--- config.mk ---
export PLATFORM = sky130hd
export DESIGN_NAME = i2c_bitbang_master_byte_engine_top
export DESIGN_NICKNAME = d
export VERILOG_FILES = /design/src/sv/i2cbb_pkg.sv /design/src/sv/i2c_bitbang_master_byte_engine_top.sv
export SDC_FILE = /design/constraint.sdc
export NUM_CORES = 1
export LEC_CHECK = 0
export BUFFER_PORTS_ARGS = -buffer_cell sky130_fd_sc_hd__buf_2
export CORE_MARGIN = 5
export CORE_UTILIZATION = 40
export DETAILED_ROUTE_END_ITERATION = 10
export PLACE_DENSITY = 0.66
export SYNTH_ARGS = -nofsm -noshare
export SYNTH_HDL_FRONTEND = slang
export SYNTH_SLANG_ARGS = --single-unit
--- constraint.sdc ---
create_clock -name clk -period 4.76 [get_ports clk]
set_input_delay 0.476 -clock clk [delete_from_list [all_inputs] [get_ports clk]]
set_output_delay 0.476 -clock clk [all_outputs]
set_load 0.02 [all_outputs]
--- src/sv/i2cbb_pkg.sv ---
// ----------------------------------------------------------------------------
// i2cbb_pkg
// Types and constants of the byte level i2c master: timing segments,
// command and operation codes, the ack timeout reset and the bits per byte.
// ----------------------------------------------------------------------------
package i2cbb_pkg;

	// one-hot timing segments
	typedef enum logic [14:0] {
		PH_IDLE     = 15'h0001,
		PH_ST_A     = 15'h0002,
		PH_ST_B     = 15'h0004,
		PH_SP_A     = 15'h0008,
		PH_SP_B     = 15'h0010,
		PH_WR_SET   = 15'h0020,
		PH_WR_HIGH  = 15'h0040,
		PH_WR_LOW   = 15'h0080,
		PH_ACK_SET  = 15'h0100,
		PH_ACK_HIGH = 15'h0200,
		PH_ACK_POLL = 15'h0400,
		PH_RD_LOW   = 15'h0800,
		PH_RD_HIGH  = 15'h1000,
		PH_MA_LOW   = 15'h2000,
		PH_MA_HIGH  = 15'h4000
	} phase_t;

	localparam logic [2:0] CMD_START = 3'd0;
	localparam logic [2:0] CMD_STOP  = 3'd1;
	localparam logic [2:0] CMD_WRITE = 3'd2;
	localparam logic [2:0] CMD_RDACK = 3'd3;
	localparam logic [2:0] CMD_RDNAK = 3'd4;

	localparam logic OP_TICK    = 1'b0;
	localparam logic OP_COMMAND = 1'b1;

	localparam logic [15:0] ACK_TIMEOUT_RESET = 16'd250;
	localparam logic [3:0]  BITS_PER_BYTE     = 4'd8;

endpackage

--- src/sv/i2c_bitbang_master_byte_engine_top.sv ---
// ----------------------------------------------------------------------------
// i2c_bitbang_master_byte_engine_top
// Byte level i2c master stepped by phase ticks: start, stop, write with
// ack check, read with ack or nack, ack timeout with forced stop.
// ----------------------------------------------------------------------------
// Every accepted item (a phase tick or a command offer) gives one result in
// the cycle after acceptance, and a new item is taken in every cycle: the
// bus state is updated in a single step from the item and the state
// registers, which also serve as the result register. The input stalls only
// while a result waits and the output is stalled. A phase tick ends one bus
// timing segment; commands offered while busy, or with codes above 4, are
// ignored. A write leaves SCL high and polls SDA once per tick for the slave
// ack; more than ack_timeout high polls set ack_error and run a stop.
module i2c_bitbang_master_byte_engine_top (
	input  logic        clk,
	input  logic        arst_n,
	input  logic        cfg_we,
	input  logic [15:0] cfg_wdata,
	input  logic        in_valid,
	output logic        in_stall,
	input  logic        operation,
	input  logic [2:0]  command,
	input  logic [7:0]  tx_byte,
	input  logic        sda_line,
	output logic        out_valid,
	input  logic        out_stall,
	output logic        scl_level,
	output logic        sda_release,
	output logic        busy_res,
	output logic        done_res,
	output logic [7:0]  rx_byte,
	output logic        ack_error
);
	import i2cbb_pkg::*;

	logic [15:0] ack_timeout_q;
	phase_t      phase_q, phase_d;
	logic [3:0]  bit_count_q, bit_count_d, bit_count_inc;
	logic [7:0]  tx_shift_q, tx_shift_d, tx_shift_nxt;
	logic [7:0]  rx_shift_q, rx_shift_d;
	logic [15:0] wait_count_q, wait_count_d;
	logic        scl_q, scl_d;
	logic        sda_q, sda_d;
	logic        err_q, err_d;
	logic [2:0]  cur_cmd_q, cur_cmd_d;
	logic        done_q, done_d;
	logic        out_valid_q;
	logic        accept;

	assign in_stall = out_valid_q & out_stall;
	assign accept   = in_valid & ~in_stall;

	assign bit_count_inc = bit_count_q + 4'd1;
	assign tx_shift_nxt  = {tx_shift_q[6:0], 1'b0};

	always_comb begin
		phase_d      = phase_q;
		bit_count_d  = bit_count_q;
		tx_shift_d   = tx_shift_q;
		rx_shift_d   = rx_shift_q;
		wait_count_d = wait_count_q;
		scl_d        = scl_q;
		sda_d        = sda_q;
		err_d        = err_q;
		cur_cmd_d    = cur_cmd_q;
		done_d       = 1'b0;
		if (operation == OP_COMMAND) begin
			if (phase_q == PH_IDLE && command <= CMD_RDNAK) begin
				cur_cmd_d    = command;
				err_d        = 1'b0;
				bit_count_d  = '0;
				wait_count_d = '0;
				case (command)
					CMD_START: begin
						sda_d   = 1'b1;
						scl_d   = 1'b1;
						phase_d = PH_ST_A;
					end
					CMD_STOP: begin
						scl_d   = 1'b0;
						sda_d   = 1'b0;
						phase_d = PH_SP_A;
					end
					CMD_WRITE: begin
						tx_shift_d = tx_byte;
						scl_d      = 1'b0;
						sda_d      = tx_byte[7];
						phase_d    = PH_WR_SET;
					end
					default: begin
						scl_d   = 1'b0;
						sda_d   = 1'b1;
						phase_d = PH_RD_LOW;
					end
				endcase
			end
		end else begin
			case (phase_q)
				PH_IDLE: ;
				PH_ST_A: begin
					sda_d   = 1'b0;
					phase_d = PH_ST_B;
				end
				PH_ST_B: begin
					scl_d   = 1'b0;
					phase_d = PH_IDLE;
					done_d  = 1'b1;
				end
				PH_SP_A: begin
					scl_d   = 1'b1;
					sda_d   = 1'b1;
					phase_d = PH_SP_B;
				end
				PH_SP_B: begin
					phase_d = PH_IDLE;
					done_d  = 1'b1;
				end
				PH_WR_SET: begin
					scl_d   = 1'b1;
					phase_d = PH_WR_HIGH;
				end
				PH_WR_HIGH: begin
					scl_d   = 1'b0;
					phase_d = PH_WR_LOW;
				end
				PH_WR_LOW: begin
					bit_count_d = bit_count_inc;
					tx_shift_d  = tx_shift_nxt;
					if (bit_count_inc < BITS_PER_BYTE) begin
						sda_d   = tx_shift_nxt[7];
						phase_d = PH_WR_SET;
					end else begin
						sda_d   = 1'b1;
						phase_d = PH_ACK_SET;
					end
				end
				PH_ACK_SET: begin
					scl_d   = 1'b1;
					phase_d = PH_ACK_HIGH;
				end
				PH_ACK_HIGH: begin
					wait_count_d = '0;
					phase_d      = PH_ACK_POLL;
				end
				PH_ACK_POLL: begin
					if (!sda_line) begin
						scl_d   = 1'b0;
						phase_d = PH_IDLE;
						done_d  = 1'b1;
					end else if (wait_count_q >= ack_timeout_q) begin
						// no ack in time: abort through a stop
						err_d   = 1'b1;
						scl_d   = 1'b0;
						sda_d   = 1'b0;
						phase_d = PH_SP_A;
					end else begin
						wait_count_d = wait_count_q + 16'd1;
					end
				end
				PH_RD_LOW: begin
					scl_d      = 1'b1;
					rx_shift_d = {rx_shift_q[6:0], sda_line};
					phase_d    = PH_RD_HIGH;
				end
				PH_RD_HIGH: begin
					bit_count_d = bit_count_inc;
					scl_d       = 1'b0;
					if (bit_count_inc < BITS_PER_BYTE) begin
						phase_d = PH_RD_LOW;
					end else begin
						sda_d   = (cur_cmd_q == CMD_RDACK) ? 1'b0 : 1'b1;
						phase_d = PH_MA_LOW;
					end
				end
				PH_MA_LOW: begin
					scl_d   = 1'b1;
					phase_d = PH_MA_HIGH;
				end
				PH_MA_HIGH: begin
					scl_d   = 1'b0;
					phase_d = PH_IDLE;
					done_d  = 1'b1;
				end
				default: begin
					phase_d = PH_IDLE;
				end
			endcase
		end
	end

	always_ff @(posedge clk or negedge arst_n) begin
		if (!arst_n) begin
			ack_timeout_q <= ACK_TIMEOUT_RESET;
		end else if (cfg_we) begin
			ack_timeout_q <= cfg_wdata;
		end
	end

	// state registers double as the result register
	always_ff @(posedge clk or negedge arst_n) begin
		if (!arst_n) begin
			phase_q      <= PH_IDLE;
			bit_count_q  <= '0;
			tx_shift_q   <= '0;
			rx_shift_q   <= '0;
			wait_count_q <= '0;
			scl_q        <= 1'b1;
			sda_q        <= 1'b1;
			err_q        <= 1'b0;
			cur_cmd_q    <= CMD_START;
			done_q       <= 1'b0;
		end else if (accept) begin
			phase_q      <= phase_d;
			bit_count_q  <= bit_count_d;
			tx_shift_q   <= tx_shift_d;
			rx_shift_q   <= rx_shift_d;
			wait_count_q <= wait_count_d;
			scl_q        <= scl_d;
			sda_q        <= sda_d;
			err_q        <= err_d;
			cur_cmd_q    <= cur_cmd_d;
			done_q       <= done_d;
		end
	end

	always_ff @(posedge clk or negedge arst_n) begin
		if (!arst_n) begin
			out_valid_q <= 1'b0;
		end else if (accept) begin
			out_valid_q <= 1'b1;
		end else if (!out_stall) begin
			out_valid_q <= 1'b0;
		end
	end

	assign out_valid   = out_valid_q;
	assign scl_level   = scl_q;
	assign sda_release = sda_q;
	assign busy_res    = (phase_q != PH_IDLE);
	assign done_res    = done_q;
	assign rx_byte     = rx_shift_q;
	assign ack_error   = err_q;

`ifndef SYNTHESIS
	a_done_idle: assert property (@(posedge clk) disable iff (!arst_n)
		done_q |-> phase_q == PH_IDLE)
		else $error("done without returning to idle");

	a_stall_full: assert property (@(posedge clk) disable iff (!arst_n)
		in_stall |-> out_valid_q)
		else $error("input stalled with empty result register");

	a_bit_range: assert property (@(posedge clk) disable iff (!arst_n)
		bit_count_q <= BITS_PER_BYTE)
		else $error("bit count out of range");

	a_err_stop: assert property (@(posedge clk) disable iff (!arst_n)
		$rose(err_q) |-> phase_q == PH_SP_A && !scl_q && !sda_q)
		else $error("ack error without forced stop");

	a_accept_result: assert property (@(posedge clk) disable iff (!arst_n)
		accept |=> out_valid_q)
		else $error("accepted item gave no result");
`endif

endmodule
Word-level counts from Yosys, hierarchy flattened
Index checks and enable logic that the tools add are counted.
Storage, ports and cells
  bits in latches: 0
  output and inout bits: 15
  memories kept: 0
  RAM bits: 0
  register bits: 74
  bits in read-only memories: 0
Operators by class
  multiply operators: 0
  multiplexer cells: 44
  divide/modulo/power cells: 0
  equality and inequality tests: 28
  reduce and logical (&&, ||, !) cells: 23
  shift-type cells: 0
  bitwise gates (word level): 4
  $add $sub $neg: 2
  order comparisons: 3
Operator list (count)
  $pmux W15 S12: 1
  $mux W16: 4
  $mux W15: 4
  $pmux W12 S3: 1
  $pmux W16 S2: 1
  $mux W7: 4
  $mux W1: 20
  $add A16 B1 Y16 const B: 1
  $ge A16 B16 Y1: 1
  $eq A15 B1 Y1 const B: 1
  $eq A15 B10 Y1 const B: 1
  $eq A15 B11 Y1 const B: 1
  $eq A15 B12 Y1 const B: 1
  $eq A15 B13 Y1 const B: 1
  $eq A15 B14 Y1 const B: 1
  $eq A15 B15 Y1 const B: 1
  $eq A15 B2 Y1 const B: 1
  $eq A15 B3 Y1 const B: 1
  $eq A15 B4 Y1 const B: 1
  $eq A15 B5 Y1 const B: 1
  $eq A15 B6 Y1 const B: 1
  $eq A15 B7 Y1 const B: 1
  $eq A15 B8 Y1 const B: 1
  $eq A15 B9 Y1 const B: 1
  other kinds (32): 52

Depth between registers and ports, before layout
  word-level depth: 5
  depth in mapped cells: 10
  depth with buffers taken out: 9

Worst setup path before layout
OpenSTA, ideal clock, no wires.
  path kind: register to register
  from: register wait_count_q[0]
  to: register wait_count_q[7]
  cell stages (with the launch flop): 11
  path buffers: 1
  data required time: 4.630 ns
  arrival: 2.521 ns
  slack: 2.110 ns
  cell sequence: dfrtp_1 -> inv_1 -> ha_1 -> nand2b_1 -> a2111o_1 -> a221oi_2 -> o311ai_4 -> o21a_1 -> nor3_2 -> buf_4 -> a31oi_1
Between the ends
  longest elaborated chain between the ends: 5
RTL lines
  start, declared: RTL line i2c_bitbang_master_byte_engine_top.sv:41  | logic [15:0] wait_count_q, wait_count_d;
  start signal, assigned: RTL line i2c_bitbang_master_byte_engine_top.sv:217  | wait_count_q <= wait_count_d;
  $add A16 B1 Y16: RTL line i2c_bitbang_master_byte_engine_top.sv:157  | wait_count_d = wait_count_q + 16'd1;
  $mux W16: RTL line i2c_bitbang_master_byte_engine_top.sv:150  | end else if (wait_count_q >= ack_timeout_q) begin
  $mux W16: RTL line i2c_bitbang_master_byte_engine_top.sv:146  | if (!sda_line) begin
  $pmux W16 S2: RTL line i2c_bitbang_master_byte_engine_top.sv:98  | case (phase_q)
  $mux W16: RTL line i2c_bitbang_master_byte_engine_top.sv:67  | if (operation == OP_COMMAND) begin
Several ways; a longest one is shown, not always the timed one. The select of a mux whose other input is x is not followed.
A chain may end at the register's enable or synchronous reset.

Worst setup path in the final report
  from: register wait_count_q[0]
  to: register wait_count_q[15]
Same word-level chain as after synthesis.

==> summary.md <==
| Metric | Value |
|---|---|
| Slew Viols, Final | 0 |
| Worst-Skew Late Latency | 0.35 ns |
| Pre-antenna DRT Iters | 5 |
| Syn Area/Cell | 9.15 um2 |
| CP Launch Type | flop |
| Final-report setup violation count | 0 |
| Post-Syn Instances | 469 |
| Fmax | 297 MHz |
| Io pins | 49 |
| Routability cong. | 0.907 |
| Setup TNS after final layout | 0 ns |
| Nets | 559 |
| Mapped Area | 0.00429 mm2 |
| Routed vias | 3601 |
| GRT Total Usage | 16.1% |
| Share of cells above drive strength 1 | 17.8% |
| First-pass GRT wire length | 17000 um |
| Hold/Removal Path Class | in -> async |
| Seq/Total Area, Yosys | 43.4% |
| Clock sink total | 74 |
| Die height | 114 um |
| Min Tclk post-route | 3.36 ns |
| Top FF cell, synth | dfrtp_1 |
| Core area | 0.0104 mm2 |
| CTS tree | built |
| Post-synth cell types | 56 |
| Clock Path Buffers | 2 |
| Initial Utilization | 41.2% |
| Initial antenna violation count | 0 |
| Routed WL | 10000 um |
| CTS Buf Count | 9 |
| DRT antenna net count | 0 |
| Gates resized, CTS repair | 0 |
| Vias per cell | 5.56 |
| Syn nets | 521 |
| Vias in the first global route | 3463 |
| Final hold violation count | 0 |
| Slew @ Worst Pin | 1.14 ns |
| CP endpoint kind | flop |
| Post-DP HPWL | 7150 um |
| Async SR Flop Fraction | 100% |
| LEAKAGE | 2.25 nW |
| Number of synthesized register bits | 74 |
| CP Max Fanout | 15 |
| Unrepaired setup endpoints after global routing | false |
| Initial DRC Count | 334 |
| Clock root buffer master | clkbuf_8 |
| Crit share post-route | 70.7% |
| Post-route DRC violation count | 0 |
| Full die area | 0.0129 mm2 |
| Chip Width | 114 um |
| Arr. time, crit path | 3.63 ns |
| Slew headroom | 24.3% |
| Core Rows | 37 |
| IO Port Bufs | 48 |
| Cts hold-fix bufs | 0 |
| Post-synth EDFFs | 0 |
| Setup Skew | 0.0115 ns |
| Peak supply drop | 0.260 mV |
| WL per Instance | 15.5 um |
| N_diodes | 0 |
| Outcome | completed |
| Pin count of the biggest net entering global routing | 75 |
| Most frequent cells in the layout | dfrtp_1 (65), nand2_1 (57), buf_2 (47) |
| Total global routing overflow | 0 |
| Yosys warns | 0 |
| Worst-path clk slew | 0.08 ns |
| Critical Setup Path Class | reg -> reg |
| Post-Route Utilization | 46.0% |
| Post-CTS setup buffer count | 0 |
| MaxCap Viol Count | 0 |
| Most common cell after layout, fill and taps aside | dfrtp_1 |
| Power density over cell area | 383 mW/mm2 |
| Depth of the CTS H-tree | 3 |
| CP Data Required Time | 5.03 ns |
| Syn-to-layout area delta | 11.6% |
sequential cells by signal (all words and copies together), names as in the netlist:
signal,cells
rx_byte,8
tx_shift_q,7
sda_release,1
scl_level,1
cur_cmd_q,3
wait_count_q,16
bit_count_q,4
out_valid,1
ack_error,1
done_res,1
phase_q,15
ack_timeout_q,16
kinds of logic after synthesis:
kind of cell / Yosys count / synth area share [%]
buffers and inverters: 48 / 4.61
flip-flops: 74 / 43.4
XOR/XNOR: 6 / 1.22
AND/OR/NAND/NOR: 191 / 23.2
adder cells (fa/ha/maj): 18 / 5.25
AO/OA/AOI/OAI: 110 / 16.8
multiplexers: 22 / 5.57
routing by layer:
metal / vias to the layer above / routed length [um] / track usage [%]
met4: 0 / 153 / 6.41
met1: 1709 / 4690 / 22.0
met3: 10 / 558 / 3.13
met5: - / 0 / 0
li1: 1774 / - / -
met2: 108 / 4620 / 25.2
critical path, cell delays in order, from the launching register on:
cell	delay [ns]
dfrtp_1	0.43
inv_1	0.10
ha_1	0.27
nand2b_1	0.15
a2111o_1	0.43
a221oi_2	0.37
o311ai_4	0.18
a21oi_1	0.94
a41oi_1	0.22
a31oi_1	0.21
where the power goes:
group / internal, W / switching (W)
combinational: 0.000220 / 0.000348
sequential: 0.000729 / 0.0000878
clock: 0.000216 / 0.000235
cells in the mapped netlist (9+ instances only):
library cell | instances | area, um2
o21ai_0 | 23 | 115
ha_1 | 18 | 225
clkbuf_1 | 11 | 41.3
dfrtp_1 | 65 | 1630
mux2_1 | 10 | 113
o31ai_1 | 10 | 75.1
nand2b_1 | 12 | 75.1
nor2_1 | 32 | 120
nand4_1 | 13 | 81.3
nand2_1 | 57 | 214
nand3_1 | 25 | 125
and3_1 | 9 | 56.3
inv_1 | 25 | 93.8
nor3_1 | 13 | 65.1
a21oi_1 | 27 | 135
a31oi_1 | 14 | 87.6
dfstp_2 | 9 | 236
cell type report:
cell class,count,area [um2]
inverters,25,93.8
repair buffers,50,258
multi-input cells,347,2230
fillers,1012,5630
well taps,136,170
flip-flops and latches,74,1860
clock buffers,13,159
clock inverters,3,15.0
final timing paths:
path	startpoint	end	slack [ns]	cells after the start
max	wait_count_q[0]$_DFFE_PN0P_	wait_count_q[15]$_DFFE_PN0P_	1.40	9
min	arst_n	ack_timeout_q[12]$_DFFE_PN0P_	0.26	1
max reg2reg	wait_count_q[0]$_DFFE_PN0P_	wait_count_q[15]$_DFFE_PN0P_	1.40	9
min reg2reg	rx_byte[7]$_DFFE_PN0P_	rx_byte[7]$_DFFE_PN0P_	0.50	1
max in group asynchronous	arst_n	phase_q[9]$_DFFE_PN0P_	3.89	1
min in group clk	cfg_wdata[6]	ack_timeout_q[6]$_DFFE_PN1P_	0.34	3
stage by stage:
step / total power (W) / instance area (um2) / setup slack, ns / std cells / hold WS, ns
5_1_grt: 0.00195 / 4790 / 1.13 / 648 / 0.338
3_5_place_dp: 0.00139 / 4620 / 1.43 / 632 / 0.489
4_1_cts: 0.00184 / 4790 / 1.42 / 648 / 0.295
3_3_place_gp: 0.00138 / 4620 / 1.61 / 632 / 0.476
6_report: 0.00184 / 4790 / 1.40 / 648 / 0.258
2_1_floorplan: 0.00124 / 4290 / 2.11 / 469 / 0.180
Power figures use the tool's default switching activity.
